$ cat config.mk
export PLATFORM = sky130hd
export DESIGN_NAME = clock_synth_frequency_plan_flat
export DESIGN_NICKNAME = d
export VERILOG_FILES = /design/src/rtl/csfp_pkg.sv /design/src/rtl/csfp_if.sv /design/src/rtl/csfp_div.sv /design/src/rtl/csfp_datapath.sv /design/src/rtl/csfp_ctrl.sv /design/src/rtl/clock_synth_frequency_plan.sv /design/src/flat_wrapper.sv
export SDC_FILE = /design/constraint.sdc
export NUM_CORES = 2
export LEC_CHECK = 0
export BUFFER_PORTS_ARGS = -buffer_cell sky130_fd_sc_hd__buf_2
export CAP_MARGIN = 20
export CORE_ASPECT_RATIO = 1.75
export CORE_MARGIN = 10
export CORE_UTILIZATION = 45
export CTS_BUF_LIST = sky130_fd_sc_hd__clkbuf_4
export CTS_CLUSTER_SIZE = 12
export DETAILED_ROUTE_END_ITERATION = 6
export GPL_TIMING_DRIVEN = 0
export SLEW_MARGIN = 5
export SYNTH_ARGS = -nofsm -noshare
export SYNTH_HDL_FRONTEND = slang
export SYNTH_HIERARCHICAL = 1
export SYNTH_SLANG_ARGS = --single-unit
$ cat constraint.sdc
create_clock -name clk -period 27 [get_ports clk]
set_input_delay 2.7 -clock clk [delete_from_list [all_inputs] [get_ports clk]]
set_output_delay 2.7 -clock clk [all_outputs]
set_load 0.03 [all_outputs]
$ cat src/rtl/csfp_pkg.sv
// Package: shared constants and types for the frequency planner
`default_nettype none
package csfp_pkg;
  localparam int unsigned CrystalW     = 26;
  localparam logic [25:0] CrystalReset = 26'd25000000;
  localparam int unsigned AddrW        = 2;
  localparam logic [1:0]  RegCrystal   = 2'd0;
  localparam logic [31:0] FracDen      = 32'd1048575;
  localparam logic [31:0] VcoTarget    = 32'd800000000;
  localparam logic [31:0] LowFreq      = 32'd500000;
  localparam logic [31:0] HighFreq     = 32'd112500000;
  localparam logic [7:0]  PllBaseA     = 8'd26;
  localparam logic [7:0]  PllBaseB     = 8'd34;
  localparam logic [7:0]  MsBase       = 8'd42;
  localparam logic [7:0]  PllResetReg  = 8'd177;
  localparam logic [7:0]  CtrlBase     = 8'd16;
  localparam logic [7:0]  OeReg        = 8'd3;
  localparam logic [7:0]  PllResetA    = 8'h20;
  localparam logic [7:0]  PllResetB    = 8'h80;
  localparam logic [7:0]  CtrlBaseVal  = 8'h4F;
  localparam logic [7:0]  CtrlHigh     = 8'h40;
  localparam int unsigned NumWrites    = 19;

  // datapath operations requested by the controller
  typedef enum logic [2:0] {
    OP_NONE, OP_LOAD, OP_DBL, OP_DIV, OP_FIX, OP_MUL, OP_FRAC
  } op_t;

  // divider operand selection
  typedef enum logic [1:0] {
    DV_VCO_T, DV_MULT, DV_NUM
  } dsel_t;

  typedef struct packed {
    op_t         op;
    logic        div_start;
    dsel_t       div_sel;
    logic        latch_q;
    logic [4:0]  beat;
  } cmd_t;

  typedef struct packed {
    logic        doubling_done;
    logic        div_busy;
    logic        skip;
  } sts_t;
endpackage
`default_nettype wire

$ cat src/rtl/csfp_if.sv
// Interfaces: request and register-write channels
`default_nettype none
interface csfp_req_if;
  logic        valid;
  logic        ready;
  logic [2:0]  output_index;
  logic [31:0] target_hz;
  logic        pll_select;
  modport source (output valid, output output_index, output target_hz, output pll_select,
                  input ready);
  modport sink (input valid, input output_index, input target_hz, input pll_select,
                output ready);
endinterface

interface csfp_wr_if;
  logic       valid;
  logic       ready;
  logic [7:0] reg_addr;
  logic [7:0] reg_data;
  logic       last;
  modport source (output valid, output reg_addr, output reg_data, output last, input ready);
  modport sink (input valid, input reg_addr, input reg_data, input last, output ready);
endinterface
`default_nettype wire

$ cat src/rtl/csfp_div.sv
// Radix-2 restoring divider, 64-bit dividend by 32-bit divisor, one bit per cycle
`default_nettype none
module csfp_div (
  input  wire logic        clk,
  input  wire logic        rst,
  input  wire logic        start,
  input  wire logic [63:0] dividend,
  input  wire logic [31:0] divisor,
  output logic             busy,
  output logic [63:0]      quotient,
  output logic [31:0]      remainder
);
  logic [6:0]  count;
  logic [32:0] rem;
  logic [63:0] quo;
  logic [31:0] dsr;
  logic [32:0] shifted;
  logic [32:0] diff;

  assign shifted = {rem[31:0], quo[63]};
  assign diff    = shifted - {1'b0, dsr};

  // shift-subtract step
  always_ff @(posedge clk) begin
    if (rst) begin
      count <= '0;
    end else if (start) begin
      count <= 7'd64;
      rem   <= '0;
      quo   <= dividend;
      dsr   <= divisor;
    end else if (count != 0) begin
      count <= count - 7'd1;
      if (!diff[32]) begin
        rem <= diff;
        quo <= {quo[62:0], 1'b1};
      end else begin
        rem <= shifted;
        quo <= {quo[62:0], 1'b0};
      end
    end
  end

  assign busy      = (count != 0) || start;
  assign quotient  = quo;
  assign remainder = rem[31:0];
endmodule
`default_nettype wire

$ cat src/rtl/csfp_datapath.sv
// Datapath: frequency scaling, divisions, parameter packing and write formatting
`default_nettype none
module csfp_datapath (
  input  wire logic                    clk,
  input  wire logic                    rst,
  input  wire csfp_pkg::cmd_t          cmd,
  output csfp_pkg::sts_t               sts,
  input  wire logic [2:0]              in_index,
  input  wire logic [31:0]             in_freq,
  input  wire logic                    in_pll,
  input  wire logic [csfp_pkg::CrystalW-1:0] crystal_hz,
  output logic [7:0]                   wr_addr,
  output logic [7:0]                   wr_data
);
  logic [2:0]  idx;
  logic [31:0] freq, t, dv, vco, mult, num, q;
  logic        pll;
  logic [2:0]  rsteps;
  logic [63:0] dvd;
  logic [31:0] dsr;
  logic        div_busy;
  logic [63:0] quo;
  logic [31:0] rem;
  logic [31:0] xtal;
  logic [31:0] p1a, p2a, p1b;
  logic [7:0]  rbits;
  logic [63:0] prod;
  logic        xzero;
  logic [31:0] qx;
  logic [11:0] q0;
  logic [20:0] qr;

  assign xtal  = {{(32-csfp_pkg::CrystalW){1'b0}}, crystal_hz};
  assign xzero = (xtal == 32'd0);

  // divider operand mux
  always_comb begin
    case (cmd.div_sel)
      csfp_pkg::DV_VCO_T: begin dvd = {32'd0, csfp_pkg::VcoTarget}; dsr = t; end
      csfp_pkg::DV_MULT:  begin dvd = {32'd0, vco}; dsr = xtal; end
      csfp_pkg::DV_NUM:   begin dvd = {32'd0, rem} * {32'd0, csfp_pkg::FracDen}; dsr = xtal; end
      default:            begin dvd = '0; dsr = 32'd1; end
    endcase
  end

  csfp_div u_div (
    .clk(clk), .rst(rst), .start(cmd.div_start), .dividend(dvd), .divisor(dsr),
    .busy(div_busy), .quotient(quo), .remainder(rem)
  );

  assign prod = {32'd0, dv} * {32'd0, t};

  // working registers
  always_ff @(posedge clk) begin
    case (cmd.op)
      csfp_pkg::OP_LOAD: begin
        idx <= in_index; freq <= in_freq; pll <= in_pll; t <= in_freq; rsteps <= '0;
      end
      csfp_pkg::OP_DBL: begin
        t <= {t[30:0], 1'b0}; rsteps <= rsteps + 3'd1;
      end
      csfp_pkg::OP_DIV: dv <= quo[31:0];
      csfp_pkg::OP_FIX: begin
        if ({dv[31:1], 1'b0} < 32'd6) dv <= 32'd6;
        else dv <= {dv[31:1], 1'b0};
      end
      csfp_pkg::OP_MUL: vco <= prod[31:0];
      csfp_pkg::OP_FRAC: begin
        mult <= xzero ? 32'd0 : quo[31:0];
      end
      default: ;
    endcase
    if (cmd.latch_q) num <= xzero ? 32'd0 : quo[31:0];
  end

  // 128*num / (2^20 - 1): high part plus one correction step
  assign qx = {num[24:0], 7'd0};
  assign q0 = qx[31:20];
  assign qr = {1'b0, qx[19:0]} + {9'd0, q0};
  assign q  = (qr >= csfp_pkg::FracDen[20:0]) ? {20'd0, q0} + 32'd1 : {20'd0, q0};

  assign sts.doubling_done = (t >= csfp_pkg::LowFreq) || (rsteps == 3'd7);
  assign sts.div_busy      = div_busy;
  assign sts.skip          = (in_index > 3'd2) || (in_freq == 32'd0);

  assign rbits = {1'b0, rsteps, 4'd0};
  assign p1a = {mult[24:0], 7'd0} + q - 32'd512;
  assign p2a = {num[24:0], 7'd0} - csfp_pkg::FracDen * q;
  assign p1b = {dv[24:0], 7'd0} - 32'd512;

  // write formatting per beat
  always_comb begin
    wr_addr = 8'd0;
    wr_data = 8'd0;
    if (cmd.beat < 5'd8) begin
      wr_addr = (pll ? csfp_pkg::PllBaseB : csfp_pkg::PllBaseA) + {5'd0, cmd.beat[2:0]};
      case (cmd.beat[2:0])
        3'd0: wr_data = csfp_pkg::FracDen[15:8];
        3'd1: wr_data = csfp_pkg::FracDen[7:0];
        3'd2: wr_data = {6'd0, p1a[17:16]};
        3'd3: wr_data = p1a[15:8];
        3'd4: wr_data = p1a[7:0];
        3'd5: wr_data = {csfp_pkg::FracDen[19:16], p2a[19:16]};
        3'd6: wr_data = p2a[15:8];
        default: wr_data = p2a[7:0];
      endcase
    end else if (cmd.beat < 5'd16) begin
      wr_addr = csfp_pkg::MsBase + {2'd0, idx, 3'd0} + {5'd0, cmd.beat[2:0]};
      case (cmd.beat[2:0])
        3'd0: wr_data = 8'd0;
        3'd1: wr_data = 8'd1;
        3'd2: wr_data = {6'd0, p1b[17:16]} | rbits;
        3'd3: wr_data = p1b[15:8];
        3'd4: wr_data = p1b[7:0];
        default: wr_data = 8'd0;
      endcase
    end else if (cmd.beat == 5'd16) begin
      wr_addr = csfp_pkg::PllResetReg;
      wr_data = pll ? csfp_pkg::PllResetB : csfp_pkg::PllResetA;
    end else if (cmd.beat == 5'd17) begin
      wr_addr = csfp_pkg::CtrlBase + {5'd0, idx};
      wr_data = csfp_pkg::CtrlBaseVal | {2'd0, pll, 5'd0}
              | ((freq > csfp_pkg::HighFreq) ? csfp_pkg::CtrlHigh : 8'd0);
    end else begin
      wr_addr = csfp_pkg::OeReg;
      wr_data = 8'd0;
    end
  end
endmodule
`default_nettype wire

$ cat src/rtl/csfp_ctrl.sv
// Controller: sequences the computation steps and the register-write beats
`default_nettype none
module csfp_ctrl (
  input  wire logic           clk,
  input  wire logic           rst,
  input  wire logic           in_valid,
  output logic                in_ready,
  output logic                out_valid,
  input  wire logic           out_ready,
  output logic                out_last,
  output csfp_pkg::cmd_t      cmd,
  input  wire csfp_pkg::sts_t sts
);
  typedef enum logic [3:0] {
    S_IDLE, S_DBL, S_DIV0, S_DIVW0, S_FIX, S_MUL, S_DIV1, S_DIVW1,
    S_DIV2, S_DIVW2, S_EMIT
  } state_t;

  state_t     state;
  logic [4:0] beat;

  assign in_ready  = (state == S_IDLE);
  assign out_valid = (state == S_EMIT);
  assign out_last  = (beat == 5'(csfp_pkg::NumWrites - 1));

  // command decode
  always_comb begin
    cmd = '0;
    cmd.beat = beat;
    case (state)
      S_IDLE:  if (in_valid) cmd.op = csfp_pkg::OP_LOAD;
      S_DBL:   if (!sts.doubling_done) cmd.op = csfp_pkg::OP_DBL;
      S_DIV0:  begin cmd.div_start = 1'b1; cmd.div_sel = csfp_pkg::DV_VCO_T; end
      S_DIVW0: if (!sts.div_busy) cmd.op = csfp_pkg::OP_DIV;
      S_FIX:   cmd.op = csfp_pkg::OP_FIX;
      S_MUL:   cmd.op = csfp_pkg::OP_MUL;
      S_DIV1:  begin cmd.div_start = 1'b1; cmd.div_sel = csfp_pkg::DV_MULT; end
      S_DIVW1: if (!sts.div_busy) cmd.op = csfp_pkg::OP_FRAC;
      S_DIV2:  begin cmd.div_start = 1'b1; cmd.div_sel = csfp_pkg::DV_NUM; end
      S_DIVW2: begin
        cmd.div_sel = csfp_pkg::DV_NUM;
        cmd.latch_q = !sts.div_busy;
      end
      default: ;
    endcase
  end

  // state register
  always_ff @(posedge clk) begin
    if (rst) begin
      state <= S_IDLE;
      beat  <= '0;
    end else begin
      case (state)
        S_IDLE:  if (in_valid && !sts.skip) begin state <= S_DBL; beat <= '0; end
        S_DBL:   if (sts.doubling_done) state <= S_DIV0;
        S_DIV0:  state <= S_DIVW0;
        S_DIVW0: if (!sts.div_busy) state <= S_FIX;
        S_FIX:   state <= S_MUL;
        S_MUL:   state <= S_DIV1;
        S_DIV1:  state <= S_DIVW1;
        S_DIVW1: if (!sts.div_busy) state <= S_DIV2;
        S_DIV2:  state <= S_DIVW2;
        S_DIVW2: if (!sts.div_busy) state <= S_EMIT;
        S_EMIT:  if (out_ready) begin
          if (out_last) begin
            state <= S_IDLE;
            beat  <= '0;
          end else begin
            beat <= beat + 5'd1;
          end
        end
        default: state <= S_IDLE;
      endcase
    end
  end
endmodule
`default_nettype wire

$ cat src/rtl/clock_synth_frequency_plan.sv
// Each request runs up to seven doubling steps and three 64-step divisions in one shared
// radix-2 divider before its first write beat; no new request is taken until its last beat.
// 19 write beats per request at one per cycle while the sink is ready.
// Requests with index above 2 or zero frequency are accepted with no writes.
// Synchronous active-high reset; crystal register resets to 25 MHz.
`default_nettype none
module clock_synth_frequency_plan (
  input  wire logic  clk,
  input  wire logic  rst,
  csfp_req_if.sink   req,
  csfp_wr_if.source  wr,
  input  wire logic  psel,
  input  wire logic  penable,
  input  wire logic  pwrite,
  input  wire logic [csfp_pkg::AddrW-1:0] paddr,
  input  wire logic [31:0] pwdata,
  output logic [31:0] prdata,
  output logic        pready
);
  logic [csfp_pkg::CrystalW-1:0] crystal_hz;
  csfp_pkg::cmd_t cmd;
  csfp_pkg::sts_t sts;

  // configuration register
  always_ff @(posedge clk) begin
    if (rst) begin
      crystal_hz <= csfp_pkg::CrystalReset;
    end else if (psel && penable && pwrite && paddr == {csfp_pkg::RegCrystal}) begin
      crystal_hz <= pwdata[csfp_pkg::CrystalW-1:0];
    end
  end

  assign pready = 1'b1;
  assign prdata = (paddr == csfp_pkg::RegCrystal)
                ? {{(32-csfp_pkg::CrystalW){1'b0}}, crystal_hz} : 32'd0;

  csfp_ctrl u_ctrl (
    .clk(clk), .rst(rst), .in_valid(req.valid), .in_ready(req.ready),
    .out_valid(wr.valid), .out_ready(wr.ready), .out_last(wr.last),
    .cmd(cmd), .sts(sts)
  );

  csfp_datapath u_dp (
    .clk(clk), .rst(rst), .cmd(cmd), .sts(sts),
    .in_index(req.output_index), .in_freq(req.target_hz), .in_pll(req.pll_select),
    .crystal_hz(crystal_hz), .wr_addr(wr.reg_addr), .wr_data(wr.reg_data)
  );
endmodule
`default_nettype wire

$ cat src/flat_wrapper.sv
// flat-port wrapper written by rule: the top's interface ports become plain ports
module clock_synth_frequency_plan_flat 
  (clk, rst, psel, penable, pwrite, paddr, pwdata, prdata, pready, req_valid, req_output_index, req_target_hz, req_pll_select, req_ready, wr_valid, wr_reg_addr, wr_reg_data, wr_last, wr_ready);
  csfp_req_if req_i ();
  csfp_wr_if wr_i ();
  input  wire logic clk;
  input  wire logic rst;
  input  wire logic psel;
  input  wire logic penable;
  input  wire logic pwrite;
  input  wire logic [csfp_pkg::AddrW-1:0] paddr;
  input  wire logic [31:0] pwdata;
  output logic [31:0] prdata;
  output logic pready;
  input wire logic [$bits(req_i.valid)-1:0] req_valid;
  input wire logic [$bits(req_i.output_index)-1:0] req_output_index;
  input wire logic [$bits(req_i.target_hz)-1:0] req_target_hz;
  input wire logic [$bits(req_i.pll_select)-1:0] req_pll_select;
  output wire logic [$bits(req_i.ready)-1:0] req_ready;
  output wire logic [$bits(wr_i.valid)-1:0] wr_valid;
  output wire logic [$bits(wr_i.reg_addr)-1:0] wr_reg_addr;
  output wire logic [$bits(wr_i.reg_data)-1:0] wr_reg_data;
  output wire logic [$bits(wr_i.last)-1:0] wr_last;
  input wire logic [$bits(wr_i.ready)-1:0] wr_ready;
  assign req_i.valid = req_valid;
  assign req_i.output_index = req_output_index;
  assign req_i.target_hz = req_target_hz;
  assign req_i.pll_select = req_pll_select;
  assign req_ready = req_i.ready;
  assign wr_valid = wr_i.valid;
  assign wr_reg_addr = wr_i.reg_addr;
  assign wr_reg_data = wr_i.reg_data;
  assign wr_last = wr_i.last;
  assign wr_i.ready = wr_ready;
  clock_synth_frequency_plan u_core (.clk(clk), .rst(rst), .req(req_i), .wr(wr_i), .psel(psel), .penable(penable), .pwrite(pwrite), .paddr(paddr), .pwdata(pwdata), .prdata(prdata), .pready(pready));
endmodule
=== After elaboration in Yosys (flattened, before gate mapping) ===
Index checks and enable logic that the tools add are counted.

* Register bits: 341
* Input port bits: 77
* Output and inout bits: 52
* Logic and storage cells: 160

* Add/sub/neg operators: 14
* Multipliers: 3
* Magnitude comparators: 7
* Equality and inequality tests: 36
* Mux-type cells: 49
* Bitwise operators: 3
* Reductions and logical operators: 30

{| class="wikitable"
|+ Operators by type and width
! operator !! count
|-
| one-hot mux 32 bit (2 select lines) || 3
|-
| one-hot mux 52 bit (3 select lines) || 1
|-
| 2-to-1 mux 64 bit || 2
|-
| 2-to-1 mux 32 bit || 3
|-
| logical NOT 32 bit || 2
|-
| 2-to-1 mux 8 bit || 7
|-
| multiplier 32 x 20 -> 52 bit, second input constant || 1
|-
| one-hot mux 8 bit (6 select lines) || 1
|-
| one-hot mux 4 bit (11 select lines) || 1
|-
| subtractor 18 x 10 -> 18 bit, second input constant || 2
|-
| subtractor 33 x 32 -> 33 bit || 1
|-
| >= comparator 32 x 19 -> 1 bit, second input constant || 1
|-
| greater-than comparator 32 x 27 -> 1 bit, second input constant || 1
|-
| less-than comparator 32 x 3 -> 1 bit, second input constant || 1
|-
| multiplier 32 x 32 -> 32 bit || 1
|-
| one-hot mux 8 bit (4 select lines) || 1
|-
| 2-to-1 mux 4 bit || 7
|-
| 2-to-1 mux 7 bit || 4
|-
| 2-to-1 mux 26 bit || 1
|-
| 2-to-1 mux 25 bit || 1
|-
| adder 20 x 12 -> 21 bit || 1
|-
| == test 3 bit, second input constant || 7
|-
| >= comparator 21 x 20 -> 1 bit, second input constant || 1
|-
| multiplier 20 x 13 -> 20 bit, first input constant || 1
|-
| 50 further kinds || 90
|}

=== Depth between registers and ports, before layout ===
* Depth in word-level cells: 9
* Gate-level depth with buffers: 32
* Gate-level depth less buffers: 32

=== Modules after synthesis ===
The synthesis kept the hierarchy.

{| class="wikitable"
|+ By module, submodules not included
! module !! instances !! cells an instance !! area each (µm²) !! seq. area each (µm²)
|-
| csfp_datapath || 1 || 3968 || 37885.1 || 4174.0
|-
| csfp_div || 1 || 608 || 7189.4 || 3983.8
|-
| clock_synth_frequency_plan || 1 || 152 || 1388.8 || 520.5
|-
| csfp_ctrl || 1 || 93 || 704.4 || 180.2
|}

=== Worst setup path before layout ===
Ideal clock, no wire load.

* Path kind: reg-to-output
* Start: register u_core.u_dp.num[20]
* End: output wr_reg_data[3]
* Data arrival time: 8272 ps
* Data required time: 24300 ps
* Path slack: 16028 ps
* Cell stages (with the launch flop): 31
* Path buffers: 0
* Cell sequence: edfxtp_1 ha_1 inv_1 fa_1 nand4b_1 nor4_2 nand2_1 nor3_1 nor2_1 or4_1 nor2_1 xor2_1 inv_1 fa_1 inv_1 fa_1 inv_1 fa_1 inv_1 fa_1 fa_1 fa_1 inv_1 ha_1 a21o_1 a211o_1 a21o_1 a31o_2 a31o_2 o2bb2ai_1 a31o_2

* Longest elaborated chain between the ends: 7
* Elaborated cells on any way between the ends: 10
* Those cells by class: add/sub (5); mul (1); order compare (1); mux (3)

{| class="wikitable"
|+ Ends and longest elaborated chain
! item !! line !! source
|-
| start: declaration || csfp_datapath.sv:16 || <nowiki>logic [31:0] freq, t, dv, vco, mult, num, q;</nowiki>
|-
| start signal: assignment || csfp_datapath.sv:73 || <nowiki>if (cmd.latch_q) num <= xzero ? 32'd0 : quo[31:0];</nowiki>
|-
| adder 20 x 12 -> 21 bit || csfp_datapath.sv:79 || <nowiki>assign qr = {1'b0, qx[19:0]} + {9'd0, q0};</nowiki>
|-
| >= comparator 21 x 20 -> 1 bit || csfp_datapath.sv:80 || <nowiki>assign q = (qr >= csfp_pkg::FracDen[20:0]) ? {20'd0, q0} + 32'd1 : {20'd0, q0};</nowiki>
|-
| 2-to-1 mux 13 bit * || csfp_datapath.sv:80 ||
|-
| multiplier 20 x 13 -> 20 bit or adder 18 x 13 -> 18 bit (tied branches) || csfp_datapath.sv:88, csfp_datapath.sv:87 ||
|-
| subtractor 20 bit or subtractor 18 x 10 -> 18 bit (tied branches) || csfp_datapath.sv:88, csfp_datapath.sv:87 ||
|-
| one-hot mux 8 bit (6 select lines) * || csfp_datapath.sv:97 || <nowiki>case (cmd.beat[2:0])</nowiki>
|-
| 2-to-1 mux 8 bit * || csfp_datapath.sv:95 || <nowiki>if (cmd.beat < 5'd8) begin</nowiki>
|-
| end: declaration || flat_wrapper.sv:22 || <nowiki>output wire logic [$bits(wr_i.reg_data)-1:0] wr_reg_data;</nowiki>
|}

Mark *: on every way between the ends. The rest lies on a longest branch, timed or not.

=== Worst setup path in the final report ===
* Start: register u_core.u_dp.num[0]
* End: output wr_reg_data[0]

* Longest elaborated chain between the ends: 7
* Elaborated cells on any way between the ends: 9
* Those cells by class: add/sub (4); mul (1); order compare (1); mux (3)

{| class="wikitable"
|+ Ends and longest elaborated chain
! item !! line
|-
| adder 20 x 12 -> 21 bit || csfp_datapath.sv:79
|-
| >= comparator 21 x 20 -> 1 bit || csfp_datapath.sv:80
|-
| 2-to-1 mux 13 bit || csfp_datapath.sv:80
|-
| multiplier 20 x 13 -> 20 bit or adder 18 x 13 -> 18 bit (tied branches) || csfp_datapath.sv:88, csfp_datapath.sv:87
|-
| subtractor 20 bit or subtractor 18 x 10 -> 18 bit (tied branches) || csfp_datapath.sv:88, csfp_datapath.sv:87
|-
| one-hot mux 8 bit (6 select lines) * || csfp_datapath.sv:97
|-
| 2-to-1 mux 8 bit * || csfp_datapath.sv:95
|}

Marks and branches as above.

==> impl_metrics.yaml <==
synth:
  ys_seq_area_share_pct: 18.8
  yosys_register_bits: 309
  synth.area.top_cells: "fa_1 34%, edfxtp_1 17%, ha_1 10%"
  synth_cell_types: 98
  synth.area.mux_share_pct: 2.91
  netlist_area_um2: 47200
  synth_edf_count: 267
  yosysTopAreaCell: "fa_1"
  synth_ff_type: "edfxtp_1"
  synth-simple-area-share_pct: 13.0
  synth_adder_area_share_pct: 43.5
  synth_compound_area_share_pct: 8.29
  synthCells: 4821
  synth_top_family_by_area: "adder cells"
  synth_common_cells: "988 x inv_1, 790 x fa_1, 521 x nand2_1, 377 x ha_1, 267 x edfxtp_1"
  async_flop_share_pct: 0
  yosys.area_share.xor_xnor_pct: 3.73
  synth_top_area_share_pct: 33.5
  avgSynthCellArea_um2: 9.78
  yosysMostFrequentCell: "inv_1"
  synth_warnings: 6
cells_and_area:
  synthToLayoutAreaGrowth_pct: 7.42
  nFillCells: 10000
  drive_gt1_share_pct: 7.91
  fin_nets: 6283
setup_path:
  arrival_ns: 10.32
  path_buf_inv: 7
  crit_required_ns: 24.30
  critPathCaptureType: "output port"
  path_max_fanout: 6
  worstReg2RegStart: "u_core/u_dp/dv[3]"
  crit_top_cell: "fa_1"
  worstSetupEndpoint: "wr_reg_data[0]"
  cp_num_cells: 29
  start_kind: "register"
  cpPeakStageDelay_ns: 0.63
  r2r_setup_slack_ns: 16.57
  r2r_end: "u_core/u_dp/vco[29]"
  crit_family: "adder cells"
  reg2reg_depth: 26
  startpoint: "u_core/u_dp/num[0]"
  cp_slowest_cell: "fa_1"
  critical_path_class: "reg2out"
worst_hold_path:
  min_path_type: "reg2reg"
  whs_path_depth: 2
floorplan:
  io-pin-count: 129
  fp.dieH_um: 448
  core.rowCount: 157
  dieArea_um2: 119000
  die_w_um: 265
  initial_core_util_pct: 45.2
  coreArea_um2: 104000
status:
  status: "finished clean"
grt:
  grt_pass1_vias: 38400
  overflow: 0
  grt_antenna_before_repair: 9
  grt_pass1_wl_um: 235000
  grt_max_degree: 36
  grt_use_total_pct: 27.0
clocking:
  cts.sinks: 309
  htree_levels: 3
  clock_path_buffers: 3
  cts-resized-gates: 0
  cts_tree: "yes"
  hold_buffers: 0
  clkLatencyLatePin_ns: 0.84
  root_buffer: "clkbuf_4"
  post_cts_buffers: 0
  path_clk_slew_ns: 0.08
  cts_made_buffers: 70
place:
  io_buffers: 115
  dp_hpwl_um: 134000
  finalWeightedCongestion: 1.00
drt:
  drc_errors: 0
  wirelength_um: 158000
  dr.first_iter.drc_count: 2283
  ant_nets: 0
  wl_per_cell_um: 24.6
  via_per_inst: 5.53
  vias: 35600
  first_pass_iters: 5
timing:
  slew_headroom_pct: 13.2
  rsz0062_at_grt: "false"
  final_max_slew_viol_count: 0
  period_share_pct: 48.2
  post-route-min-period_ns: 13.02
  hold_violations: 0
  fmax_mhz: 76.8
  final.setup.tns_ns: 0
  finClkSkew_ns: 0.0707
  worst_hold_slack_ns: 0.500
  tightest_slew_ns: 1.30
  final-setup-viol-count: 0
run:
  max-cap-violations: 0
[cell type report]
type | instances | area, µm² | share of cell area, %
flip-flops and latches | 309 | 8860 | 17.5
clock buffers | 97 | 728 | 1.44
multi-input cells | 3338 | 33800 | 66.7
clock inverters | 21 | 143 | 0.282
plain buffers | 201 | 890 | 1.76
diodes | 8 | 20.0 | 0.0395
well taps | 1351 | 1690 | 3.34
inverters | 989 | 3710 | 7.33
repair buffers | 130 | 826 | 1.63
[worst min path at each step]
stage / end / start / slack [ns]
2_1_floorplan: u_core/u_dp/u_div/count[6] / u_core/u_dp/u_div/count[6] / 0.46
3_3_place_gp: u_core/u_dp/u_div/count[6] / u_core/u_dp/u_div/count[6] / 0.47
3_5_place_dp: u_core/u_dp/u_div/count[6] / u_core/u_dp/u_div/count[6] / 0.48
4_1_cts: u_core/u_dp/u_div/count[6] / u_core/u_dp/u_div/count[6] / 0.50
5_1_grt: u_core/u_ctrl/beat[3] / u_core/u_ctrl/beat[3] / 0.57
6_report: u_core/u_dp/u_div/count[6] / u_core/u_dp/u_div/count[6] / 0.50
[logic make-up (layout without fill, tap and decap cells)]
kind of cell	after synthesis	after routing
buf+inv	1190	1438
other cells	3	27
xor+xnor	201	201
compound gates	583	583
flops	309	309
fa+ha+maj	1167	1167
simple gates	1243	1243
mux	125	125
[metrics by stage]
step	utilization, %	worst slack (ns)	std cells	area (µm²)
floorplan	-	16.03	4837	47200
global placement	47.4	15.00	6303	49500
detailed placement	47.7	14.87	6314	49700
CTS	48.5	13.93	6432	50600
global route	48.6	13.43	6438	50700
finish	48.6	13.98	6444	50700
[flip-flops by register name (all words and copies together), names as in the netlist]
signal,cells
u_core/u_dp/idx,3
u_core/u_ctrl/beat,5
u_core/u_dp/pll,1
u_core/u_dp/u_div/dsr,32
u_core/u_ctrl/state,4
u_core/u_dp/num,25
u_core/u_dp/u_div/count,7
u_core/u_dp/u_div/quotient,64
u_core/u_dp/t,32
u_core/u_dp/dv,32
u_core/u_dp/u_div/rem,32
u_core/u_dp/mult,11
u_core/crystal_hz,26
u_core/u_dp/rsteps,3
u_core/u_dp/vco,32
[tightest hold or removal path: stages, from the launching register on]
cell	delay, ns
dfxtp_1	0.33
a21oi_1	0.06
nor2_1	0.08
[cell usage in the layout (no fill, tap or decap), drive strengths merged, types with 158 or more instances in the layout]
cell type / instances
fa: 790
nand2: 521
clkbuf: 269
nor2: 161
edfxtp: 267
ha: 377
and2: 207
buf: 158
inv: 989
a21oi: 172
[layer usage]
| layer | vias up | wire length, µm | global-route usage (%) |
|---|---|---|---|
| met5 | - | 24 | 0 |
| met4 | 4 | 15000 | 21.3 |
| met3 | 552 | 6850 | 2.72 |
| met2 | 1288 | 86700 | 52.3 |
| met1 | 18100 | 49800 | 25.5 |
| li1 | 15700 | - | - |
Power is not shown: default switching activity piles up to over one toggle a cycle in this logic, so the estimate is an artifact.
